File: src/rtl/bdhr_pkg.sv
// ----------------------------------------------------------------------------
// bdhr_pkg
// Types, codes and reset values shared by the button debounce and repeat block.
// ----------------------------------------------------------------------------
package bdhr_pkg;

  localparam int unsigned TIME_BITS_DEFAULT = 12;
  localparam int unsigned CFG_W             = 12;
  localparam int unsigned CFG_IDX_W         = 3;
  localparam int unsigned REP_W             = 8;

  localparam logic [REP_W-1:0] SLOW_AFTER = REP_W'(3);
  localparam logic [REP_W-1:0] FAST_AFTER = REP_W'(5);
  localparam logic [REP_W-1:0] REP_MAX    = '1;

  localparam logic [CFG_W-1:0] DEBOUNCE_RST = CFG_W'(50);
  localparam logic [CFG_W-1:0] HOLD_RST     = CFG_W'(800);
  localparam logic [CFG_W-1:0] INITIAL_RST  = CFG_W'(300);
  localparam logic [CFG_W-1:0] SLOW_RST     = CFG_W'(150);
  localparam logic [CFG_W-1:0] FAST_RST     = CFG_W'(50);

  typedef enum logic [CFG_IDX_W-1:0] {
    REG_DEBOUNCE = 3'd0,
    REG_HOLD     = 3'd1,
    REG_INITIAL  = 3'd2,
    REG_SLOW     = 3'd3,
    REG_FAST     = 3'd4
  } cfg_reg_e;

  typedef enum logic [1:0] {
    OP_NONE        = 2'd0,
    OP_TAKE_PRESS  = 2'd1,
    OP_TAKE_REPEAT = 2'd2,
    OP_CLEAR       = 2'd3
  } op_e;

  typedef enum logic [1:0] {
    SEL_INITIAL = 2'd0,
    SEL_SLOW    = 2'd1,
    SEL_FAST    = 2'd2
  } interval_sel_e;

  typedef struct packed {
    logic [CFG_W-1:0] debounce_ms;
    logic [CFG_W-1:0] hold_ms;
    logic [CFG_W-1:0] initial_interval_ms;
    logic [CFG_W-1:0] slow_interval_ms;
    logic [CFG_W-1:0] fast_interval_ms;
  } cfg_t;

  typedef struct packed {
    logic       pin_level;
    logic [1:0] op;
  } in_item_t;

  typedef struct packed {
    logic             level_stable;
    logic             press_pending;
    logic             holding;
    logic             taken;
    logic [REP_W-1:0] repeat_count;
  } out_item_t;

endpackage

File: src/rtl/bdhr_cfg_regs.sv
// ----------------------------------------------------------------------------
// bdhr_cfg_regs
// Timing register file, written one register per configuration transfer.
// ----------------------------------------------------------------------------
module bdhr_cfg_regs (
  input  logic                            clk_i,
  input  logic                            rst_ni,
  input  logic                            wr_en_i,
  input  logic [bdhr_pkg::CFG_IDX_W-1:0]  wr_index_i,
  input  logic [bdhr_pkg::CFG_W-1:0]      wr_data_i,
  output bdhr_pkg::cfg_t                  cfg_o
);

  bdhr_pkg::cfg_t cfg_q, cfg_d;

  always_comb begin
    cfg_d = cfg_q;
    if (wr_en_i) begin
      case (bdhr_pkg::cfg_reg_e'(wr_index_i))
        bdhr_pkg::REG_DEBOUNCE: cfg_d.debounce_ms         = wr_data_i;
        bdhr_pkg::REG_HOLD:     cfg_d.hold_ms             = wr_data_i;
        bdhr_pkg::REG_INITIAL:  cfg_d.initial_interval_ms = wr_data_i;
        bdhr_pkg::REG_SLOW:     cfg_d.slow_interval_ms    = wr_data_i;
        bdhr_pkg::REG_FAST:     cfg_d.fast_interval_ms    = wr_data_i;
        default:                cfg_d = cfg_q;
      endcase
    end
  end

  always_ff @(posedge clk_i or negedge rst_ni) begin
    if (!rst_ni) begin
      cfg_q.debounce_ms         <= bdhr_pkg::DEBOUNCE_RST;
      cfg_q.hold_ms             <= bdhr_pkg::HOLD_RST;
      cfg_q.initial_interval_ms <= bdhr_pkg::INITIAL_RST;
      cfg_q.slow_interval_ms    <= bdhr_pkg::SLOW_RST;
      cfg_q.fast_interval_ms    <= bdhr_pkg::FAST_RST;
    end else begin
      cfg_q <= cfg_d;
    end
  end

  assign cfg_o = cfg_q;

endmodule

File: src/rtl/bdhr_tick.sv
// ----------------------------------------------------------------------------
// bdhr_tick
// Per-tick state update: debounce, press latch, hold entry, auto-repeat, op.
// ----------------------------------------------------------------------------
module bdhr_tick #(
  parameter int unsigned TIME_BITS = bdhr_pkg::TIME_BITS_DEFAULT
) (
  input  logic                clk_i,
  input  logic                rst_ni,
  input  logic                step_i,
  input  bdhr_pkg::in_item_t  item_i,
  input  bdhr_pkg::cfg_t      cfg_i,
  output bdhr_pkg::out_item_t result_o
);

  localparam int unsigned CMP_W =
    (TIME_BITS > bdhr_pkg::CFG_W) ? TIME_BITS : bdhr_pkg::CFG_W;

  logic                          last_sample_q, last_sample_d;
  logic                          stable_q, stable_d;
  logic                          pending_q, pending_d;
  logic                          hold_q, hold_d;
  logic [TIME_BITS-1:0]          since_change_q, since_change_d;
  logic [TIME_BITS-1:0]          since_press_q, since_press_d;
  logic [TIME_BITS-1:0]          since_action_q, since_action_d;
  logic [bdhr_pkg::REP_W-1:0]    repeats_q, repeats_d;
  bdhr_pkg::interval_sel_e       sel_q, sel_d;
  logic [bdhr_pkg::CFG_W-1:0]    interval;
  logic                          taken;

  function automatic logic [TIME_BITS-1:0] sat_inc(input logic [TIME_BITS-1:0] v);
    return (v == '1) ? v : v + 1'b1;
  endfunction

  always_comb begin
    since_change_d = sat_inc(since_change_q);
    since_press_d  = sat_inc(since_press_q);
    since_action_d = sat_inc(since_action_q);
    stable_d       = stable_q;
    pending_d      = pending_q;
    hold_d         = hold_q;
    repeats_d      = repeats_q;
    sel_d          = sel_q;
    taken          = 1'b0;

    if (item_i.pin_level != last_sample_q) begin
      since_change_d = '0;
    end

    if (CMP_W'(since_change_d) >= CMP_W'(cfg_i.debounce_ms) &&
        item_i.pin_level != stable_q) begin
      stable_d = item_i.pin_level;
      hold_d   = 1'b0;
      if (!item_i.pin_level) begin
        since_press_d  = '0;
        since_action_d = '0;
        pending_d      = 1'b1;
        repeats_d      = '0;
        sel_d          = bdhr_pkg::SEL_INITIAL;
      end
    end

    if (!stable_d && !hold_d && CMP_W'(since_press_d) >= CMP_W'(cfg_i.hold_ms)) begin
      hold_d         = 1'b1;
      since_action_d = '0;
    end

    case (sel_d)
      bdhr_pkg::SEL_INITIAL: interval = cfg_i.initial_interval_ms;
      bdhr_pkg::SEL_SLOW:    interval = cfg_i.slow_interval_ms;
      default:               interval = cfg_i.fast_interval_ms;
    endcase

    if (!stable_d && hold_d && CMP_W'(since_action_d) >= CMP_W'(interval)) begin
      since_action_d = '0;
      if (repeats_d != bdhr_pkg::REP_MAX) begin
        repeats_d = repeats_d + 1'b1;
      end
      if (repeats_d >= bdhr_pkg::FAST_AFTER) begin
        sel_d = bdhr_pkg::SEL_FAST;
      end else if (repeats_d >= bdhr_pkg::SLOW_AFTER) begin
        sel_d = bdhr_pkg::SEL_SLOW;
      end
      pending_d = 1'b1;
    end

    last_sample_d = item_i.pin_level;

    case (bdhr_pkg::op_e'(item_i.op))
      bdhr_pkg::OP_TAKE_PRESS: begin
        if (pending_d) begin
          pending_d = 1'b0;
          taken     = 1'b1;
        end
      end
      bdhr_pkg::OP_TAKE_REPEAT: begin
        if (hold_d && pending_d) begin
          pending_d = 1'b0;
          taken     = 1'b1;
        end
      end
      bdhr_pkg::OP_CLEAR: begin
        repeats_d = '0;
        sel_d     = bdhr_pkg::SEL_INITIAL;
        hold_d    = 1'b0;
        pending_d = 1'b0;
      end
      default: ;
    endcase
  end

  always_ff @(posedge clk_i or negedge rst_ni) begin
    if (!rst_ni) begin
      last_sample_q  <= 1'b1;
      stable_q       <= 1'b1;
      pending_q      <= 1'b0;
      hold_q         <= 1'b0;
      since_change_q <= '0;
      since_press_q  <= '0;
      since_action_q <= '0;
      repeats_q      <= '0;
      sel_q          <= bdhr_pkg::SEL_INITIAL;
    end else if (step_i) begin
      last_sample_q  <= last_sample_d;
      stable_q       <= stable_d;
      pending_q      <= pending_d;
      hold_q         <= hold_d;
      since_change_q <= since_change_d;
      since_press_q  <= since_press_d;
      since_action_q <= since_action_d;
      repeats_q      <= repeats_d;
      sel_q          <= sel_d;
    end
  end

  assign result_o.level_stable  = stable_d;
  assign result_o.press_pending = pending_d;
  assign result_o.holding       = hold_d;
  assign result_o.taken         = taken;
  assign result_o.repeat_count  = repeats_d;

endmodule

File: src/rtl/button_debounce_hold_repeat.sv
// ----------------------------------------------------------------------------
// button_debounce_hold_repeat
// Debounced active-low button with hold detection and accelerating auto-repeat.
//
//   channel  direction  signals                                    payload
//   in       input      in_valid_i / in_ready_o                    in_data_i
//   out      output     out_valid_o / out_ready_i                  out_data_o
//   cfg      input      cfg_valid_i / cfg_ready_o                  cfg_index_i, cfg_data_i
//
// One tick per cycle while the output register is drained: each input transfer is processed in the
// cycle it is taken and its result sits in the output register on the next cycle.
// The input is ready whenever the output register is empty or being drained.
// Reset restores the register defaults and the released button state.
// Configuration transfers are always taken.
// ----------------------------------------------------------------------------
module button_debounce_hold_repeat #(
  parameter int unsigned TIME_BITS = bdhr_pkg::TIME_BITS_DEFAULT
) (
  input  logic                            clk_i,
  input  logic                            rst_ni,
  input  logic                            in_valid_i,
  output logic                            in_ready_o,
  input  bdhr_pkg::in_item_t              in_data_i,
  output logic                            out_valid_o,
  input  logic                            out_ready_i,
  output bdhr_pkg::out_item_t             out_data_o,
  input  logic                            cfg_valid_i,
  output logic                            cfg_ready_o,
  input  logic [bdhr_pkg::CFG_IDX_W-1:0]  cfg_index_i,
  input  logic [bdhr_pkg::CFG_W-1:0]      cfg_data_i
);

  bdhr_pkg::cfg_t      cfg;
  bdhr_pkg::out_item_t result;
  bdhr_pkg::out_item_t out_data_q;
  logic                out_valid_q, out_valid_d;
  logic                in_xfer;

  assign cfg_ready_o = 1'b1;
  assign in_ready_o  = !out_valid_q || out_ready_i;
  assign in_xfer     = in_valid_i && in_ready_o;

  bdhr_cfg_regs u_cfg (
    .clk_i      (clk_i),
    .rst_ni     (rst_ni),
    .wr_en_i    (cfg_valid_i),
    .wr_index_i (cfg_index_i),
    .wr_data_i  (cfg_data_i),
    .cfg_o      (cfg)
  );

  bdhr_tick #(
    .TIME_BITS (TIME_BITS)
  ) u_tick (
    .clk_i    (clk_i),
    .rst_ni   (rst_ni),
    .step_i   (in_xfer),
    .item_i   (in_data_i),
    .cfg_i    (cfg),
    .result_o (result)
  );

  always_comb begin
    out_valid_d = out_valid_q;
    if (in_xfer) begin
      out_valid_d = 1'b1;
    end else if (out_ready_i) begin
      out_valid_d = 1'b0;
    end
  end

  always_ff @(posedge clk_i or negedge rst_ni) begin
    if (!rst_ni) begin
      out_valid_q <= 1'b0;
    end else begin
      out_valid_q <= out_valid_d;
    end
  end

  always_ff @(posedge clk_i) begin
    if (in_xfer) begin
      out_data_q <= result;
    end
  end

  assign out_valid_o = out_valid_q;
  assign out_data_o  = out_data_q;

endmodule
File: config.mk
export PLATFORM = sky130hd
export DESIGN_NAME = button_debounce_hold_repeat
export DESIGN_NICKNAME = d
export VERILOG_FILES = /design/src/rtl/bdhr_pkg.sv /design/src/rtl/bdhr_cfg_regs.sv /design/src/rtl/bdhr_tick.sv /design/src/rtl/button_debounce_hold_repeat.sv
export SDC_FILE = /design/constraint.sdc
export NUM_CORES = 1
export LEC_CHECK = 0
export BUFFER_PORTS_ARGS = -buffer_cell sky130_fd_sc_hd__buf_2
export CORE_AREA = 5 5 122 124
export CTS_CLUSTER_SIZE = 20
export DETAILED_ROUTE_END_ITERATION = 10
export DIE_AREA = 0 0 127 129
export GPL_TIMING_DRIVEN = 0
export PLACE_DENSITY = 0.69
export SLEW_MARGIN = 30
export SYNTH_ARGS = -nofsm -noshare
export SYNTH_HDL_FRONTEND = slang
export SYNTH_SLANG_ARGS = --single-unit
export TNS_END_PERCENT = 100
File: constraint.sdc
create_clock -name clk_i -period 9.1 [get_ports clk_i]
set_clock_uncertainty 0.05 [all_clocks]
set_input_delay 0.91 -clock clk_i [delete_from_list [all_inputs] [get_ports clk_i]]
set_output_delay 0.91 -clock clk_i [all_outputs]
set_load 0.01 [all_outputs]
==> results.md <==
- The flow ran to the end, and the final reports show no timing, DRC or antenna violations.
- The max-capacitance violation count is 0.
- The count of final max-slew check failures is 0.
- For this configuration, the core starts out at a cell density of 0.533.
- The number of nets with antenna violations after detailed routing is 0.
- The share of flip-flops with an asynchronous set or reset is 0.902.
- The synthesis-to-layout area growth is 13.7%.
- The smallest setup slack after layout is 0.703 ns.
- The count of different cell masters after synthesis is 64.
- In the post-synthesis netlist, the biggest area contributors are dfrtp_1 (32%), ha_1 (7.6%), dfstp_2 (6.9%), mux2_2 (5.9%), nand2_1 (5.8%).
- In this run the vertical extent of the chip is 129 um.
- The number of DRC markers after the initial detailed-route iteration is 391.
- The final critical-path required period is 8.40 ns.
- The routed via count divided by cell count is 5.97.
- Setup violations remaining at the end of the flow were counted as 0.
- Entering global routing, the biggest net connects 67 pins.
- The endpoint class of the critical path is a register.
- TritonCTS built the clock tree.
- The post-CTS clock slew at the launch and capture registers of the worst setup and hold paths is 0.05 ns.
- The total negative slack for setup checks is 0 ns.
- The total clock buffers created by CTS is 17.
- The post-cts gate resize count is 0.
- The region available for standard cell placement spans 0.0137 mm^2.
- Wires add up to 17900 um.
- The final hold violation count came to 0.
- Counting instances in the post-synthesis netlist gives the leading cell types as nand2_1 (113), dfrtp_1 (92), nor2_1 (56).
- Setup repair after global routing left no endpoint under its margin.
- The clock net in this run drives a total of 123 sinks.
- Summed over all cells, the static leakage comes to 0.00369 uW.
- 0 antenna diodes ended up in the layout.
- The synthesized design contains 12 enable-type register cells.
- The arrival time at the worst endpoint is 8.50 ns.
- The total of buffers placed on input and output ports is 35.
- The share of post-route cells with drive strength above 1 is 0.168.
- The number of standard-cell rows in the floorplan is 43.
- The die width is 127 um.
- Among all flip-flop cells after synthesis, the most frequent one is dfrtp_1.
- Timing analysis after detailed placement gives a worst setup slack of 0.0153 ns.
- The maximum operating frequency is 119 MHz.
- The total setup buffers inserted after CTS is 0.
- The number of buffers added to fix hold violations after cts is 0.
- The first-pass detailed-route iteration total is 5.
- Synthesis inferred 123 register bits.
- The ratio of final minimum period to clock period is 0.923.
- The global-route wire length before repair is 30200 um.
- Power spread over the standard cell area amounts to 220 mW/mm^2.
- The peak per-stage delay on the critical path is 0.45 ns.
- The worst hold slack is 0.332 ns.
- The required time of the critical path is 9.20 ns.
- The post-route cell area is 0.00829 mm^2.
- After detailed routing, the number of remaining DRC violations is 0.
- Once placement finished, the instance area stood at 0.00772 mm^2.
- The initial antenna violation count is 0.
- The number of warnings printed during yosys synthesis is 0.
- At the pin with the least slew margin, the transition time is 0.713 ns.
- The biggest area contributor in the post-synthesis netlist is dfrtp_1.
- The average footprint of a synthesized cell is 9.36 um^2.
- On the critical path, the stage with the largest delay is an instance of a211oi_1.
- Synthesis produced 778 cells.
- The die covers 0.0164 mm^2.
- The latest clock arrival within the worst-skew pair is 0.42 ns.
- The final cell utilization of the core is 0.606.
- The worst min-delay path category is primary input to async pin.
- The wire-length estimate of the detail-placed layout is 13200 um.
- Of all nets on the critical path, the largest fanout is 10.
- The clock passes through at most 2 buffers.
- The via count of the first global-routing pass is 6002.
- The I/O pin count is 38.
- The part of the Yosys area used for sequential elements is 0.434.
- The cell area after technology mapping is 0.00728 mm^2.
- Summed over all layers, the global routing overflow is 0.
- The most common cell in the synthesized netlist is nand2_1.
- Of the post-synthesis cell area, the dominant cell type holds 0.316.
- The max-slew headroom at the worst pin is 0.523.
- The total number of vias is 6123.
- The CTS H-tree depth is 4.
- The final weighted congestion of routability-driven global placement is 0.893.
- For this run, the total global-route usage over all layers was measured as 0.232.
- The average routed wire per standard cell is 17.4 um.
- The root buffer cell is clkbuf_16.
- The worst setup path is launched from a register.
- The number of nets in the synthesized netlist is 845.
- The critical path is of the register to register type.
- The worst-case IR drop observed on VDD is 144 uV.
- After the last flow step, the layout net total stands at 900.
## layout make-up
| type | instances | area [um^2] |
|---|---|---|
| Buffer | 38 | 168 |
| Inverter | 30 | 113 |
| Multi-Input combinational cell | 587 | 3870 |
| Fill cell | 1196 | 5380 |
| Clock inverter | 13 | 96.3 |
| Clock buffer | 19 | 443 |
| Timing Repair Buffer | 36 | 213 |
| Tap cell | 180 | 225 |
| Sequential cell | 123 | 3160 |
## sequential cells by signal (all words and copies together), names as in the netlist, 2 cells and up
register / cells
u_tick.sel_q: 2
u_tick.since_press_q: 12
u_tick.repeats_q: 8
u_tick.since_action_q: 12
u_tick.since_change_q: 12
out_data_o: 12
u_cfg.cfg_o: 60
## report_power, final
| part | switching, uW | internal (uW) | total [uW] |
|---|---|---|---|
| sequential | 72.5 | 666 | 738 |
| combinational | 273 | 204 | 477 |
| clock | 254 | 355 | 609 |
## routing by layer
layer | up-vias | global-route usage | part of all wire
met5 | - | 0 | 0
met3 | 26 | 0.0535 | 0.058
met4 | 0 | 0.0770 | 0.017
met1 | 2991 | 0.308 | 0.44
li1 | 2902 | - | -
met2 | 204 | 0.378 | 0.48
## stage by stage
| stage | power, uW | std cells |
|---|---|---|
| floorplan | 1080 | 778 |
| global placement | 1190 | 993 |
| detailed placement | 1220 | 994 |
| CTS | 1830 | 1026 |
| global route | 1940 | 1026 |
| finish | 1820 | 1026 |
## cell families (layout without fill, tap and decap cells)
logic type      after synthesis  in the layout  share of synthesized area
simple gates                287            287                      0.186
compound gates              187            187                      0.171
flops                       123            123                      0.434
buf+inv                      68            136                     0.0378
fa+ha+maj                    44             44                     0.0756
mux                          42             42                     0.0642
xor+xnor                     26             26                     0.0313
other cells                   1              1                   0.000515
## worst max-delay path: cells and delay by family (launching register included)
kind | cells | cell delay, ns
compound gates | 15 | 3.76
simple gates | 10 | 1.69
fa+ha+maj | 4 | 1.08
buf+inv | 3 | 0.68
flops | 1 | 0.42
mux | 1 | 0.24
xor+xnor | 1 | 0.20
## final timing paths
check	from	end	slack [ns]	cells after the start
worst max-delay path	u_tick.since_change_q[0]	out_data_o[1]	0.70	34
worst min-delay path	rst_ni	u_tick.since_change_q[9]	0.33	1
worst max register to register	u_tick.since_change_q[0]	out_data_o[1]	0.70	34
worst min register to register	u_tick.last_sample_q	u_tick.last_sample_q	0.44	2
max in group asynchronous	rst_ni	u_cfg.cfg_o[5]	7.97	2
min in group clk_i	u_tick.last_sample_q	u_tick.last_sample_q	0.44	2
## cell usage in the layout (no fill, tap or decap), drive strengths merged, types with 3 or more instances in the layout
master / netlist / final
o31ai: 12 / 12
and4: 4 / 4
nor2b: 5 / 5
a22o: 5 / 5
clkinvlp: 0 / 3
a211o: 3 / 3
mux2i: 4 / 4
and3: 17 / 17
buf: 7 / 42
a211oi: 5 / 5
clkbuf: 31 / 51
nor3: 10 / 10
dfrtp: 92 / 92
o221a: 3 / 3
nand3b: 3 / 3
edfxtp: 12 / 12
nor2: 56 / 56
o21a: 4 / 4
and2: 9 / 9
nor3b: 5 / 5
o21ai: 44 / 44
a31oi: 9 / 9
nand3: 29 / 29
a21o: 7 / 7
nand2b: 19 / 19
a221oi: 13 / 13
nand4: 8 / 8
o22a: 4 / 4
o21bai: 3 / 3
ha: 44 / 44
clkinv: 1 / 9
nand2: 114 / 114
inv: 29 / 31
xor2: 18 / 18
xnor2: 8 / 8
dfstp: 19 / 19
mux2: 38 / 38
a21oi: 53 / 53
No activity file was read; power rests on OpenSTA's default activity.
